$ cat src/hdl/tll_pkg.sv
// Shared types and constants for the text token lexer.
package tll_pkg;

  localparam int LINE_BITS_DEF     = 20;
  localparam int COLUMN_BITS_DEF   = 16;
  localparam int MANTISSA_BITS_DEF = 64;
  localparam int EXPONENT_BITS_DEF = 16;

  // Result queue depth; one item can push two results.
  localparam int RQ_DEPTH = 4;

  typedef enum logic [3:0] {
    TK_END      = 4'd0,
    TK_COMMA    = 4'd1,
    TK_LBRACE   = 4'd2,
    TK_RBRACE   = 4'd3,
    TK_LBRACKET = 4'd4,
    TK_RBRACKET = 4'd5,
    TK_INTEGER  = 4'd6,
    TK_REAL     = 4'd7,
    TK_TEXT_CHR = 4'd8,
    TK_TEXT_END = 4'd9,
    TK_ERROR    = 4'd10
  } token_kind_e;

  typedef enum logic [2:0] {
    ERR_NONE       = 3'd0,
    ERR_UNEXPECTED = 3'd1,
    ERR_COMMENT    = 3'd2,
    ERR_NUMBER     = 3'd3,
    ERR_STRING     = 3'd4
  } error_code_e;

  typedef struct packed {
    logic       end_of_input;
    logic [7:0] char_value;
  } in_item_t;

  typedef struct packed {
    token_kind_e        token_kind;
    logic [7:0]         text_char;
    logic signed [63:0] mantissa;
    logic signed [15:0] decimal_exponent;
    logic [19:0]        start_line;
    logic [15:0]        start_column;
    error_code_e        error_code;
    logic               overflow;
    logic               last;
  } out_item_t;

  typedef struct packed {
    logic [1:0] count;
    out_item_t  res0;
    out_item_t  res1;
  } push_t;

endpackage

$ cat src/hdl/text_token_lexer_unit.sv
// Path from input accept to the first output result: input register, then result queue.
// Throughput: one character item per cycle while the queue can take two results; results
//   drain one per cycle, so two-result items (a token closed by punctuation) slow intake.
// The lexer state update sits between the input register and the result queue.
// Reset (rst_ni, async low): start state, line 1 column 0, queue empty, not halted.
// An error result halts the lexer; later items are taken and dropped until reset.
module text_token_lexer_unit import tll_pkg::*; #(
  parameter int LINE_BITS     = LINE_BITS_DEF,
  parameter int COLUMN_BITS   = COLUMN_BITS_DEF,
  parameter int MANTISSA_BITS = MANTISSA_BITS_DEF,
  parameter int EXPONENT_BITS = EXPONENT_BITS_DEF
) (
  input  logic      clk_i,
  input  logic      rst_ni,
  input  logic      in_valid_i,
  output logic      in_stall_o,
  input  in_item_t  in_item_i,
  output logic      out_valid_o,
  input  logic      out_stall_i,
  output out_item_t out_item_o
);

  logic     in_valid_q;
  in_item_t in_q;
  logic     room;
  logic     go;
  logic     accept;
  logic     halted;
  push_t    push;

  // the held item moves on only when the queue can absorb two results
  assign go         = in_valid_q && room;
  assign in_stall_o = in_valid_q && !room;
  assign accept     = in_valid_i && !in_stall_o;

  always_ff @(posedge clk_i or negedge rst_ni) begin
    if (!rst_ni) begin
      in_valid_q <= 1'b0;
    end else if (accept) begin
      in_valid_q <= 1'b1;
    end else if (go) begin
      in_valid_q <= 1'b0;
    end
  end

  always_ff @(posedge clk_i) begin
    if (accept) in_q <= in_item_i;
  end

  tll_core #(
    .LINE_BITS    (LINE_BITS),
    .COLUMN_BITS  (COLUMN_BITS),
    .MANTISSA_BITS(MANTISSA_BITS),
    .EXPONENT_BITS(EXPONENT_BITS)
  ) u_core (
    .clk_i   (clk_i),
    .rst_ni  (rst_ni),
    .go_i    (go),
    .item_i  (in_q),
    .push_o  (push),
    .halted_o(halted)
  );

  tll_res_q #(
    .DEPTH(RQ_DEPTH)
  ) u_res_q (
    .clk_i  (clk_i),
    .rst_ni (rst_ni),
    .push_i (push),
    .pop_i  (out_valid_o && !out_stall_i),
    .room_o (room),
    .valid_o(out_valid_o),
    .item_o (out_item_o)
  );

`ifndef SYNTHESIS
  a_halt_quiet: assert property (@(posedge clk_i) disable iff (!rst_ni)
    halted |-> push.count == 2'd0) else $error("result pushed while halted");
  a_stall_held: assert property (@(posedge clk_i) disable iff (!rst_ni)
    in_stall_o |-> in_valid_q) else $error("stall without a held item");
  a_last_two: assert property (@(posedge clk_i) disable iff (!rst_ni)
    push.count == 2'd2 |-> push.res1.last && !push.res0.last)
    else $error("bad last marking on two results");
  a_last_one: assert property (@(posedge clk_i) disable iff (!rst_ni)
    push.count == 2'd1 |-> push.res0.last) else $error("single result not last");
`endif

endmodule

$ cat src/hdl/tll_core.sv
// Lexer FSM: consumes one character item per cycle on go_i, emits up to two results.
module tll_core import tll_pkg::*; #(
  parameter int LINE_BITS     = LINE_BITS_DEF,
  parameter int COLUMN_BITS   = COLUMN_BITS_DEF,
  parameter int MANTISSA_BITS = MANTISSA_BITS_DEF,
  parameter int EXPONENT_BITS = EXPONENT_BITS_DEF
) (
  input  logic     clk_i,
  input  logic     rst_ni,
  input  logic     go_i,
  input  in_item_t item_i,
  output push_t    push_o,
  output logic     halted_o
);

  localparam logic [3:0] ST_START   = 4'd0;
  localparam logic [3:0] ST_SLASH   = 4'd1;
  localparam logic [3:0] ST_COMMENT = 4'd2;
  localparam logic [3:0] ST_SIGN    = 4'd3;
  localparam logic [3:0] ST_INT     = 4'd4;
  localparam logic [3:0] ST_DOT     = 4'd5;
  localparam logic [3:0] ST_FRAC    = 4'd6;
  localparam logic [3:0] ST_EXP     = 4'd7;
  localparam logic [3:0] ST_ESIGN   = 4'd8;
  localparam logic [3:0] ST_EDIG    = 4'd9;
  localparam logic [3:0] ST_STR     = 4'd10;
  localparam logic [3:0] ST_ESC     = 4'd11;
  localparam logic [3:0] ST_IDENT   = 4'd12;

  localparam logic [7:0] CH_TAB   = 8'h09;
  localparam logic [7:0] CH_LF    = 8'h0A;
  localparam logic [7:0] CH_CR    = 8'h0D;
  localparam logic [7:0] CH_SPACE = 8'h20;
  localparam logic [7:0] CH_QUOTE = 8'h22;
  localparam logic [7:0] CH_PLUS  = 8'h2B;
  localparam logic [7:0] CH_COMMA = 8'h2C;
  localparam logic [7:0] CH_MINUS = 8'h2D;
  localparam logic [7:0] CH_DOT   = 8'h2E;
  localparam logic [7:0] CH_SLASH = 8'h2F;
  localparam logic [7:0] CH_UE    = 8'h45;
  localparam logic [7:0] CH_LBRK  = 8'h5B;
  localparam logic [7:0] CH_BSL   = 8'h5C;
  localparam logic [7:0] CH_RBRK  = 8'h5D;
  localparam logic [7:0] CH_USCORE = 8'h5F;
  localparam logic [7:0] CH_LE    = 8'h65;
  localparam logic [7:0] CH_LBRC  = 8'h7B;
  localparam logic [7:0] CH_RBRC  = 8'h7D;

  localparam int MW = MANTISSA_BITS + 4;
  localparam int EW = EXPONENT_BITS + 4;
  localparam int RW = EXPONENT_BITS + 2;
  localparam int CW = COLUMN_BITS + 1;

  localparam logic [MANTISSA_BITS-1:0] MANT_MAX = {1'b0, {(MANTISSA_BITS-1){1'b1}}};
  localparam logic [EXPONENT_BITS-1:0] EXP_MAX  = {1'b0, {(EXPONENT_BITS-1){1'b1}}};
  localparam logic [LINE_BITS-1:0]     LINE_MAX = {LINE_BITS{1'b1}};
  localparam logic [COLUMN_BITS-1:0]   COL_MAX  = {COLUMN_BITS{1'b1}};
  localparam logic [MANTISSA_BITS-1:0] INT_POS  = MANTISSA_BITS'(32'h7FFF_FFFF);
  localparam logic [MANTISSA_BITS-1:0] INT_NEG  = MANTISSA_BITS'(32'h8000_0000);

  logic [3:0]               st_q, st_d;
  logic [MANTISSA_BITS-1:0] macc_q, macc_d;
  logic [EXPONENT_BITS-1:0] eacc_q, eacc_d;
  logic [EXPONENT_BITS-1:0] frac_q, frac_d;
  logic                     mneg_q, mneg_d;
  logic                     eneg_q, eneg_d;
  logic [LINE_BITS-1:0]     line_q, line_d;
  logic [COLUMN_BITS-1:0]   col_q, col_d;
  logic [LINE_BITS-1:0]     tsl_q, tsl_d;
  logic [COLUMN_BITS-1:0]   tsc_q, tsc_d;
  logic                     ovs_q, ovs_d;
  logic                     halt_q, halt_d;

  out_item_t res [2];
  logic [1:0] n;

  // 10*a + d with saturation; MSB of the result flags overflow
  function automatic logic [MANTISSA_BITS:0] mant_step(logic [MANTISSA_BITS-1:0] a,
                                                        logic [3:0] d);
    logic [MW-1:0] t;
    t = {1'b0, a, 3'b000} + {3'b000, a, 1'b0} + MW'(d);
    if (t > MW'(MANT_MAX)) mant_step = {1'b1, MANT_MAX};
    else mant_step = {1'b0, t[MANTISSA_BITS-1:0]};
  endfunction

  function automatic logic [EXPONENT_BITS:0] exp_step(logic [EXPONENT_BITS-1:0] a,
                                                       logic [3:0] d);
    logic [EW-1:0] t;
    t = {1'b0, a, 3'b000} + {3'b000, a, 1'b0} + EW'(d);
    if (t > EW'(EXP_MAX)) exp_step = {1'b1, EXP_MAX};
    else exp_step = {1'b0, t[EXPONENT_BITS-1:0]};
  endfunction

  function automatic out_item_t mk(token_kind_e k, logic [7:0] ch, logic [63:0] m,
                                   logic [15:0] e, logic [LINE_BITS-1:0] l,
                                   logic [COLUMN_BITS-1:0] cl, error_code_e er, logic o);
    out_item_t r;
    r.token_kind       = k;
    r.text_char        = ch;
    r.mantissa         = m;
    r.decimal_exponent = e;
    r.start_line       = 20'(l);
    r.start_column     = 16'(cl);
    r.error_code       = er;
    r.overflow         = o;
    r.last             = 1'b0;
    return r;
  endfunction

  always_comb begin
    logic                     eoi;
    logic [7:0]               c;
    logic                     dig, alpha, is_e, do_start, adv;
    logic [3:0]               dv;
    logic [MANTISSA_BITS:0]   ms;
    logic [EXPONENT_BITS:0]   es;
    logic [MANTISSA_BITS-1:0] im, lim;
    logic                     iov, rov;
    logic signed [RW-1:0]     ev, emax_s;
    logic [CW-1:0]            tab;
    logic [63:0]              m64;

    eoi   = item_i.end_of_input;
    c     = item_i.char_value;
    dig   = (c >= 8'h30) && (c <= 8'h39);
    alpha = ((c >= 8'h41) && (c <= 8'h5A)) || ((c >= 8'h61) && (c <= 8'h7A)) ||
            (c == CH_USCORE);
    is_e  = (c == CH_UE) || (c == CH_LE);
    dv    = c[3:0];

    st_d = st_q; macc_d = macc_q; eacc_d = eacc_q; frac_d = frac_q;
    mneg_d = mneg_q; eneg_d = eneg_q; line_d = line_q; col_d = col_q;
    tsl_d = tsl_q; tsc_d = tsc_q; ovs_d = ovs_q; halt_d = halt_q;
    res[0] = '0;
    res[1] = '0;
    n = 2'd0;
    do_start = 1'b0;
    adv = 1'b0;
    ms = '0; es = '0; im = '0; lim = '0; iov = 1'b0; rov = 1'b0;
    ev = '0; m64 = '0;
    emax_s = $signed({2'b00, EXP_MAX});

    // number finishers, used only on the arms that emit them
    lim = mneg_q ? INT_NEG : INT_POS;
    im  = macc_q;
    iov = ovs_q;
    if (macc_q > lim) begin
      im  = lim;
      iov = 1'b1;
    end
    ev  = $signed({2'b00, eacc_q});
    if (eneg_q) ev = -ev;
    ev  = ev - $signed({2'b00, frac_q});
    rov = ovs_q;
    if (ev > emax_s) begin
      ev  = emax_s;
      rov = 1'b1;
    end else if (ev < ~emax_s) begin
      ev  = ~emax_s;
      rov = 1'b1;
    end

    unique case (st_q)
      ST_SLASH: begin
        if (eoi || c != CH_SLASH) begin
          res[n[0]] = mk(TK_ERROR, '0, '0, '0, tsl_d, tsc_d, ERR_COMMENT, 1'b0);
          n = n + 2'd1; halt_d = 1'b1; st_d = ST_START;
        end else begin
          st_d = ST_COMMENT; adv = 1'b1;
        end
      end
      ST_COMMENT: begin
        if (eoi) begin
          do_start = 1'b1;
        end else begin
          if (c == CH_LF) st_d = ST_START;
          adv = 1'b1;
        end
      end
      ST_SIGN: begin
        if (!eoi && dig) begin
          macc_d = MANTISSA_BITS'(dv); st_d = ST_INT; adv = 1'b1;
        end else if (!eoi && c == CH_DOT) begin
          st_d = ST_DOT; adv = 1'b1;
        end else begin
          res[n[0]] = mk(TK_ERROR, '0, '0, '0, tsl_d, tsc_d, ERR_NUMBER, 1'b0);
          n = n + 2'd1; halt_d = 1'b1; st_d = ST_START;
        end
      end
      ST_INT: begin
        if (!eoi && dig) begin
          ms = mant_step(macc_q, dv);
          macc_d = ms[MANTISSA_BITS-1:0];
          ovs_d = ovs_q | ms[MANTISSA_BITS];
          adv = 1'b1;
        end else if (!eoi && c == CH_DOT) begin
          st_d = ST_FRAC; adv = 1'b1;
        end else if (!eoi && is_e) begin
          st_d = ST_EXP; adv = 1'b1;
        end else begin
          m64 = 64'(im);
          if (mneg_q) m64 = 64'd0 - m64;
          res[n[0]] = mk(TK_INTEGER, '0, m64, '0, tsl_d, tsc_d, ERR_NONE, iov);
          n = n + 2'd1; do_start = 1'b1;
        end
      end
      ST_DOT: begin
        if (!eoi && dig) begin
          macc_d = MANTISSA_BITS'(dv);
          frac_d = EXPONENT_BITS'(1);
          st_d = ST_FRAC; adv = 1'b1;
        end else begin
          res[n[0]] = mk(TK_ERROR, '0, '0, '0, tsl_d, tsc_d, ERR_NUMBER, 1'b0);
          n = n + 2'd1; halt_d = 1'b1; st_d = ST_START;
        end
      end
      ST_FRAC, ST_EDIG: begin
        if (!eoi && dig && st_q == ST_FRAC) begin
          ms = mant_step(macc_q, dv);
          macc_d = ms[MANTISSA_BITS-1:0];
          ovs_d = ovs_q | ms[MANTISSA_BITS] | (frac_q >= EXP_MAX);
          if (frac_q < EXP_MAX) frac_d = frac_q + EXPONENT_BITS'(1);
          adv = 1'b1;
        end else if (!eoi && dig) begin
          es = exp_step(eacc_q, dv);
          eacc_d = es[EXPONENT_BITS-1:0];
          ovs_d = ovs_q | es[EXPONENT_BITS];
          adv = 1'b1;
        end else if (!eoi && is_e && st_q == ST_FRAC) begin
          st_d = ST_EXP; adv = 1'b1;
        end else begin
          m64 = 64'(macc_q);
          if (mneg_q) m64 = 64'd0 - m64;
          res[n[0]] = mk(TK_REAL, '0, m64, 16'(ev), tsl_d, tsc_d, ERR_NONE, rov);
          n = n + 2'd1; do_start = 1'b1;
        end
      end
      ST_EXP, ST_ESIGN: begin
        if (!eoi && st_q == ST_EXP && (c == CH_PLUS || c == CH_MINUS)) begin
          eneg_d = (c == CH_MINUS); st_d = ST_ESIGN; adv = 1'b1;
        end else if (!eoi && dig) begin
          eacc_d = EXPONENT_BITS'(dv); st_d = ST_EDIG; adv = 1'b1;
        end else begin
          res[n[0]] = mk(TK_ERROR, '0, '0, '0, tsl_d, tsc_d, ERR_NUMBER, 1'b0);
          n = n + 2'd1; halt_d = 1'b1; st_d = ST_START;
        end
      end
      ST_STR: begin
        if (eoi || c == CH_LF) begin
          res[n[0]] = mk(TK_ERROR, '0, '0, '0, tsl_d, tsc_d, ERR_STRING, 1'b0);
          n = n + 2'd1; halt_d = 1'b1; st_d = ST_START;
        end else if (c == CH_BSL) begin
          st_d = ST_ESC; adv = 1'b1;
        end else if (c == CH_QUOTE) begin
          res[n[0]] = mk(TK_TEXT_END, '0, '0, '0, tsl_d, tsc_d, ERR_NONE, 1'b0);
          n = n + 2'd1; st_d = ST_START; adv = 1'b1;
        end else begin
          res[n[0]] = mk(TK_TEXT_CHR, c, '0, '0, tsl_d, tsc_d, ERR_NONE, 1'b0);
          n = n + 2'd1; adv = 1'b1;
        end
      end
      ST_ESC: begin
        if (eoi) begin
          res[n[0]] = mk(TK_ERROR, '0, '0, '0, tsl_d, tsc_d, ERR_STRING, 1'b0);
          n = n + 2'd1; halt_d = 1'b1; st_d = ST_START;
        end else begin
          res[n[0]] = mk(TK_TEXT_CHR, c, '0, '0, tsl_d, tsc_d, ERR_NONE, 1'b0);
          n = n + 2'd1; st_d = ST_STR; adv = 1'b1;
        end
      end
      ST_IDENT: begin
        if (!eoi && (dig || alpha)) begin
          res[n[0]] = mk(TK_TEXT_CHR, c, '0, '0, tsl_d, tsc_d, ERR_NONE, 1'b0);
          n = n + 2'd1; adv = 1'b1;
        end else begin
          res[n[0]] = mk(TK_TEXT_END, '0, '0, '0, tsl_d, tsc_d, ERR_NONE, 1'b0);
          n = n + 2'd1; do_start = 1'b1;
        end
      end
      default: do_start = 1'b1;
    endcase

    // start-state pass; also the re-scan of a terminating character
    if (do_start) begin
      st_d = ST_START;
      tsl_d = line_q; tsc_d = col_q;
      macc_d = '0; eacc_d = '0; frac_d = '0;
      mneg_d = 1'b0; eneg_d = 1'b0; ovs_d = 1'b0;
      adv = 1'b1;
      if (eoi) begin
        res[n[0]] = mk(TK_END, '0, '0, '0, tsl_d, tsc_d, ERR_NONE, 1'b0);
        n = n + 2'd1; adv = 1'b0;
      end else if (c == CH_SPACE || c == CH_TAB || c == CH_CR || c == CH_LF) begin
        st_d = ST_START;
      end else if (c == CH_SLASH) begin
        st_d = ST_SLASH;
      end else if (c == CH_PLUS || c == CH_MINUS) begin
        mneg_d = (c == CH_MINUS); st_d = ST_SIGN;
      end else if (dig) begin
        macc_d = MANTISSA_BITS'(dv); st_d = ST_INT;
      end else if (c == CH_DOT) begin
        st_d = ST_DOT;
      end else if (c == CH_QUOTE) begin
        st_d = ST_STR;
      end else if (alpha) begin
        res[n[0]] = mk(TK_TEXT_CHR, c, '0, '0, tsl_d, tsc_d, ERR_NONE, 1'b0);
        n = n + 2'd1; st_d = ST_IDENT;
      end else if (c == CH_COMMA) begin
        res[n[0]] = mk(TK_COMMA, '0, '0, '0, tsl_d, tsc_d, ERR_NONE, 1'b0);
        n = n + 2'd1;
      end else if (c == CH_LBRC) begin
        res[n[0]] = mk(TK_LBRACE, '0, '0, '0, tsl_d, tsc_d, ERR_NONE, 1'b0);
        n = n + 2'd1;
      end else if (c == CH_RBRC) begin
        res[n[0]] = mk(TK_RBRACE, '0, '0, '0, tsl_d, tsc_d, ERR_NONE, 1'b0);
        n = n + 2'd1;
      end else if (c == CH_LBRK) begin
        res[n[0]] = mk(TK_LBRACKET, '0, '0, '0, tsl_d, tsc_d, ERR_NONE, 1'b0);
        n = n + 2'd1;
      end else if (c == CH_RBRK) begin
        res[n[0]] = mk(TK_RBRACKET, '0, '0, '0, tsl_d, tsc_d, ERR_NONE, 1'b0);
        n = n + 2'd1;
      end else begin
        res[n[0]] = mk(TK_ERROR, '0, '0, '0, tsl_d, tsc_d, ERR_UNEXPECTED, 1'b0);
        n = n + 2'd1; halt_d = 1'b1; adv = 1'b0;
      end
    end

    // position tracking
    tab = {1'b0, col_q[COLUMN_BITS-1:3], 3'b000} + CW'(8);
    if (adv) begin
      if (c == CH_LF) begin
        if (line_q < LINE_MAX) line_d = line_q + LINE_BITS'(1);
        col_d = '0;
      end else if (c == CH_TAB) begin
        col_d = (tab > CW'(COL_MAX)) ? COL_MAX : tab[COLUMN_BITS-1:0];
      end else if (col_q < COL_MAX) begin
        col_d = col_q + COLUMN_BITS'(1);
      end
    end

    if (n == 2'd1) res[0].last = 1'b1;
    if (n == 2'd2) res[1].last = 1'b1;
  end

  always_ff @(posedge clk_i or negedge rst_ni) begin
    if (!rst_ni) begin
      st_q <= ST_START; macc_q <= '0; eacc_q <= '0; frac_q <= '0;
      mneg_q <= 1'b0; eneg_q <= 1'b0;
      line_q <= LINE_BITS'(1); col_q <= '0;
      tsl_q <= LINE_BITS'(1); tsc_q <= '0;
      ovs_q <= 1'b0; halt_q <= 1'b0;
    end else if (go_i && !halt_q) begin
      st_q <= st_d; macc_q <= macc_d; eacc_q <= eacc_d; frac_q <= frac_d;
      mneg_q <= mneg_d; eneg_q <= eneg_d;
      line_q <= line_d; col_q <= col_d;
      tsl_q <= tsl_d; tsc_q <= tsc_d;
      ovs_q <= ovs_d; halt_q <= halt_d;
    end
  end

  assign push_o.count = (go_i && !halt_q) ? n : 2'd0;
  assign push_o.res0  = res[0];
  assign push_o.res1  = res[1];
  assign halted_o     = halt_q;

endmodule

$ cat src/hdl/tll_res_q.sv
// Small result queue: takes up to two results per cycle, hands out one.
module tll_res_q import tll_pkg::*; #(
  parameter int DEPTH = RQ_DEPTH
) (
  input  logic      clk_i,
  input  logic      rst_ni,
  input  push_t     push_i,
  input  logic      pop_i,
  output logic      room_o,
  output logic      valid_o,
  output out_item_t item_o
);

  localparam int PW = $clog2(DEPTH);
  localparam int CW = $clog2(DEPTH + 1);

  out_item_t        mem_q [DEPTH];
  logic [PW-1:0]    wr_q, rd_q;
  logic [CW-1:0]    cnt_q;

  always_ff @(posedge clk_i) begin
    if (push_i.count != 2'd0) mem_q[wr_q] <= push_i.res0;
    if (push_i.count == 2'd2) mem_q[wr_q + PW'(1)] <= push_i.res1;
  end

  always_ff @(posedge clk_i or negedge rst_ni) begin
    if (!rst_ni) begin
      wr_q  <= '0;
      rd_q  <= '0;
      cnt_q <= '0;
    end else begin
      wr_q  <= wr_q + PW'(push_i.count);
      rd_q  <= rd_q + PW'(pop_i);
      cnt_q <= cnt_q + CW'(push_i.count) - CW'(pop_i);
    end
  end

  assign room_o  = cnt_q <= CW'(DEPTH - 2);
  assign valid_o = cnt_q != '0;
  assign item_o  = mem_q[rd_q];

endmodule
$ cat config.mk
export PLATFORM = sky130hd
export DESIGN_NAME = text_token_lexer_unit
export DESIGN_NICKNAME = d
export VERILOG_FILES = /design/src/hdl/tll_pkg.sv /design/src/hdl/text_token_lexer_unit.sv /design/src/hdl/tll_core.sv /design/src/hdl/tll_res_q.sv
export SDC_FILE = /design/constraint.sdc
export NUM_CORES = 2
export LEC_CHECK = 0
export ABC_AREA = 1
export BUFFER_PORTS_ARGS = -buffer_cell sky130_fd_sc_hd__buf_2
export CAP_MARGIN = 20
export CORE_MARGIN = 2
export CORE_UTILIZATION = 35
export DETAILED_ROUTE_END_ITERATION = 8
export GPL_TIMING_DRIVEN = 0
export SYNTH_ARGS = -nofsm -noshare
export SYNTH_HDL_FRONTEND = slang
export SYNTH_SLANG_ARGS = --single-unit
$ cat constraint.sdc
create_clock -name clk_i -period 12.5 [get_ports clk_i]
set_clock_uncertainty 0.2 [all_clocks]
set_input_delay 0.625 -clock clk_i [delete_from_list [all_inputs] [get_ports clk_i]]
set_output_delay 0.625 -clock clk_i [all_outputs]
set_load 0.02 [all_outputs]
==> results.yml <==
place:
  numPortBuffers: 147
  place_congestion: 0.9636
  place_inst: 7411
  dp_hpwl_um: 121300
timing:
  drv_slew: 0
  max_freq_ghz: 0.1461
  slew_headroom: 0.3067
  grt_setup_unrepaired: "no"
  hold_viol: 0
  timing.final.crit_share: 0.5476
  tightest_slew_ps: 1031
  period_needed_ps: 6845
  setup_violations: 0
drt:
  finalWirelength_um: 161900
  wire_per_inst_um: 21.38
  ant_nets: 0
  drc: 0
  first_iter_violations: 4749
  dr.pass1.iters: 6
  vias: 41440
  avgViaCountPerCell: 5.473
logic_synthesis:
  yosysUniqueCellTypes: 58
  synth_top_area_share: 0.3605
  syn_inst: 5582
  synth_seq_cells: 725
  synth-edff-count: 541
  yosys_warnings: 0
  ys_top_cells_by_area: "edfxtp_1 36%, dfrtp_1 10%, nand2_1 8.2%"
  async_reset_ff_frac: 0.2538
  avgSynthCellArea_sq_um: 8.073
  netlist_top_cells_count: "990 x nand2_1, 959 x nor2_1, 643 x o21ai_0"
  synth.most_common_cell: "nand2_1"
  syn_nets: 5820
  synth-main-ff-cell: "edfxtp_1"
  synth_area_sq_um: 45060
  synth_area_leader_cell: "edfxtp_1"
  yosysSeqAreaShare: 0.4627
floorplan:
  start_util: 0.3529
  die_area_sq_um: 131600
  die_w_um: 362.8
  ios: 148
  core-area_sq_um: 127700
  rows: 131
  die_h_um: 362.8
final_layout:
  final_cells: 7572
  fin_nets: 6080
  synthToLayoutAreaGrowth_pct: 13.57
  drive_gt1_frac: 0.07299
  fillers: 12900
run:
  cap_violations: 0
setup_path:
  start_kind: "flip-flop"
  crit_path_end_kind: "flip-flop"
  crit_slowest_cell: "edfxtp_1"
  r2r_cells: 23
  path_cells: "buf_2, inv_1, a21oi_1, nor2_1, nand2_1, buf_2, nand3_2, nand2_1, inv_2, nand2_2, clkbuf_1, clkbuf_1, ha_1, nand2_1, nand3_1, a21boi_4, nand4_1, clkbuf_1, o21ai_4, buf_16, buf_12, buf_12, buf_16"
  r2r_end: "u_res_q.mem_q[3][71]"
  startpoint: "in_q[3]"
  regToRegStartpoint: "in_q[3]"
  required_ps: 12670
  max_stage_delay_ps: 540
  rrSetupSlack_ps: 5660
  worstSetupEndpoint: "u_res_q.mem_q[3][71]"
  path_class: "flip-flop to flip-flop"
  worstPathArrival_ps: 7010
  cp_max_fo: 22
power:
  combPwrFrac: 0.486
  power_uw: 10470
  powerDensity_nw_per_um2: 204.6
  power_frac_seq: 0.282
  p_leak_uw: 0.02155
  clockPowerShare: 0.232
  ir_drop_mv: 0.1266
  power_switching_uw: 4889
  p_int_uw: 5581
  swShare: 0.4670
global_routing:
  grt_start_max_net_pins: 104
  antenna_found_initial: 8
  overflow: 0
  grt_pass1_wl_um: 242900
  grt_use_total: 0.2408
  first_global_vias: 39270
cts:
  clk_pin_slew_ps: 70
  cts_setup_buffers: 0
  clk_latency_ps: 700
  numCtsBuffers: 80
  cts_root_buf: "clkbuf_16"
  cts_max_level: 3
  cts.sinks: 725
  cts_tree: "yes"
  cts_buffer_depth: 3
min_path:
  min_path_type: "input port to async pin"
status:
  status: "finished clean"
[final cells by class]
class / count / area (sq um) / area share
inverters: 507 / 1903 / 0.03719
diodes: 5 / 12.51 / 0.0002445
clock inverters: 32 / 376.6 / 0.007359
well taps: 1662 / 2079 / 0.04063
multi-input cells: 4095 / 21140 / 0.4130
flip-flops and latches: 725 / 20850 / 0.4075
repair buffers: 178 / 1346 / 0.02631
clock buffers: 113 / 2261 / 0.04418
plain buffers: 255 / 1210 / 0.02364
[registers in the layout (all words and copies together), names as in the netlist]
name             cells
u_core.mneg_q        1
u_core.macc_q       64
u_core.ovs_q         1
u_core.frac_q       16
u_core.halted_o      1
in_q                 9
u_core.st_q          4
u_core.eneg_q        1
in_valid_q           1
u_core.line_q       20
u_core.eacc_q       16
u_core.tsl_q        20
u_core.tsc_q        16
u_res_q.wr_q         2
u_res_q.rd_q         2
u_core.col_q        16
u_res_q.mem_q      532
u_res_q.cnt_q        3
[cells in the final DEF, fill, tap and decap left out, types with 16 or more instances in the layout]
cell type,Yosys,final
a21o_1,16,16
a21oi_1,294,294
a31oi_1,34,34
buf_2,61,207
buf_4,27,27
clkbuf_1,149,173
clkbuf_16,0,84
dfrtp_1,182,182
edfxtp_1,541,541
ha_1,219,219
inv_1,486,486
inv_2,16,16
nand2_1,990,988
nand3_1,174,174
nand4_1,32,32
nor2_1,959,959
nor3_1,112,112
nor4_1,28,28
o211ai_1,30,30
o21ai_0,643,641
o21ai_1,128,128
o22ai_1,179,179
xnor2_1,35,35
xor2_1,109,109
[logic make-up (layout without fill, tap and decap cells)]
logic type / after synthesis / after routing / share of synthesized area
buffers and inverters: 762 / 1085 / 0.06908
XOR/XNOR: 144 / 144 / 0.02799
AO/OA/AOI/OAI: 1393 / 1393 / 0.1681
AND/OR/NAND/NOR: 2333 / 2333 / 0.2087
flip-flops: 725 / 725 / 0.4627
adder cells (fa/ha/maj): 225 / 225 / 0.06347
other: 0 / 5 / 0
[worst min-delay path by stage]
| stage | endpoint | slack [ps] | start | cells past startpoint |
|---|---|---|---|---|
| floorplan | in_valid_q | 130 | rst_ni | 0 |
| global placement | u_core.line_q[2] | 260 | u_core.line_q[2] | 1 |
| detailed placement | u_core.line_q[2] | 260 | u_core.line_q[2] | 1 |
| CTS | u_res_q.rd_q[0] | 260 | out_stall_i | 3 |
| global route | u_res_q.rd_q[0] | 280 | out_stall_i | 3 |
| finish | u_core.macc_q[14] | 270 | rst_ni | 2 |
[repair_timing]
item | in CTS | in global routing
hold endpoints to repair | 91 | 0
gates resized for setup | 0 | 0
hold buffers | 11 | 0
[metrics by stage]
step / utilization / TNS (ps) / hold slack (ps) / instance area (sq um) / setup WS [ps]
finish: 0.4008 / 0 / 265.2 / 51180 / 5655
global route: 0.4008 / 0 / 279.5 / 51170 / 5295
CTS: 0.4007 / 0 / 259.7 / 51170 / 5725
detailed placement: 0.3792 / 0 / 258.0 / 48420 / 5797
global placement: 0.3750 / -2748140 / 256.0 / 47880 / -10660
floorplan: - / -220640 / 129.4 / 45060 / -829.5
[critical path: cells and delay by family, from the launching register on]
family	cells	cell delay (ps)
AOI/OAI and AO/OA	3	790
and+or+nand+nor	8	1420
DFF	1	540
buffers and inverters	11	3170
adders and majority gates	1	330
[layer usage]
metal | up-vias | GRT usage | part of all wire | routed length (um)
met1 | 19810 | 0.3440 | 0.44 | 71550
li1 | 19670 | - | - | -
met4 | 4 | 0.06842 | 0.027 | 4304
met3 | 229 | 0.04144 | 0.091 | 14680
met5 | - | 0 | 0.00017 | 27
met2 | 1736 | 0.3730 | 0.44 | 71300
[power groups by stage]
stage	combinational [uW]	sequential, uW	clock (uW)
after floorplan	3090	2950	0
after global placement	4920	3010	0
after detailed placement	5000	3000	0
after CTS	5020	2950	2460
after global routing	5540	2960	2540
final	5090	2950	2430
No activity file was read; power rests on OpenSTA's default activity.
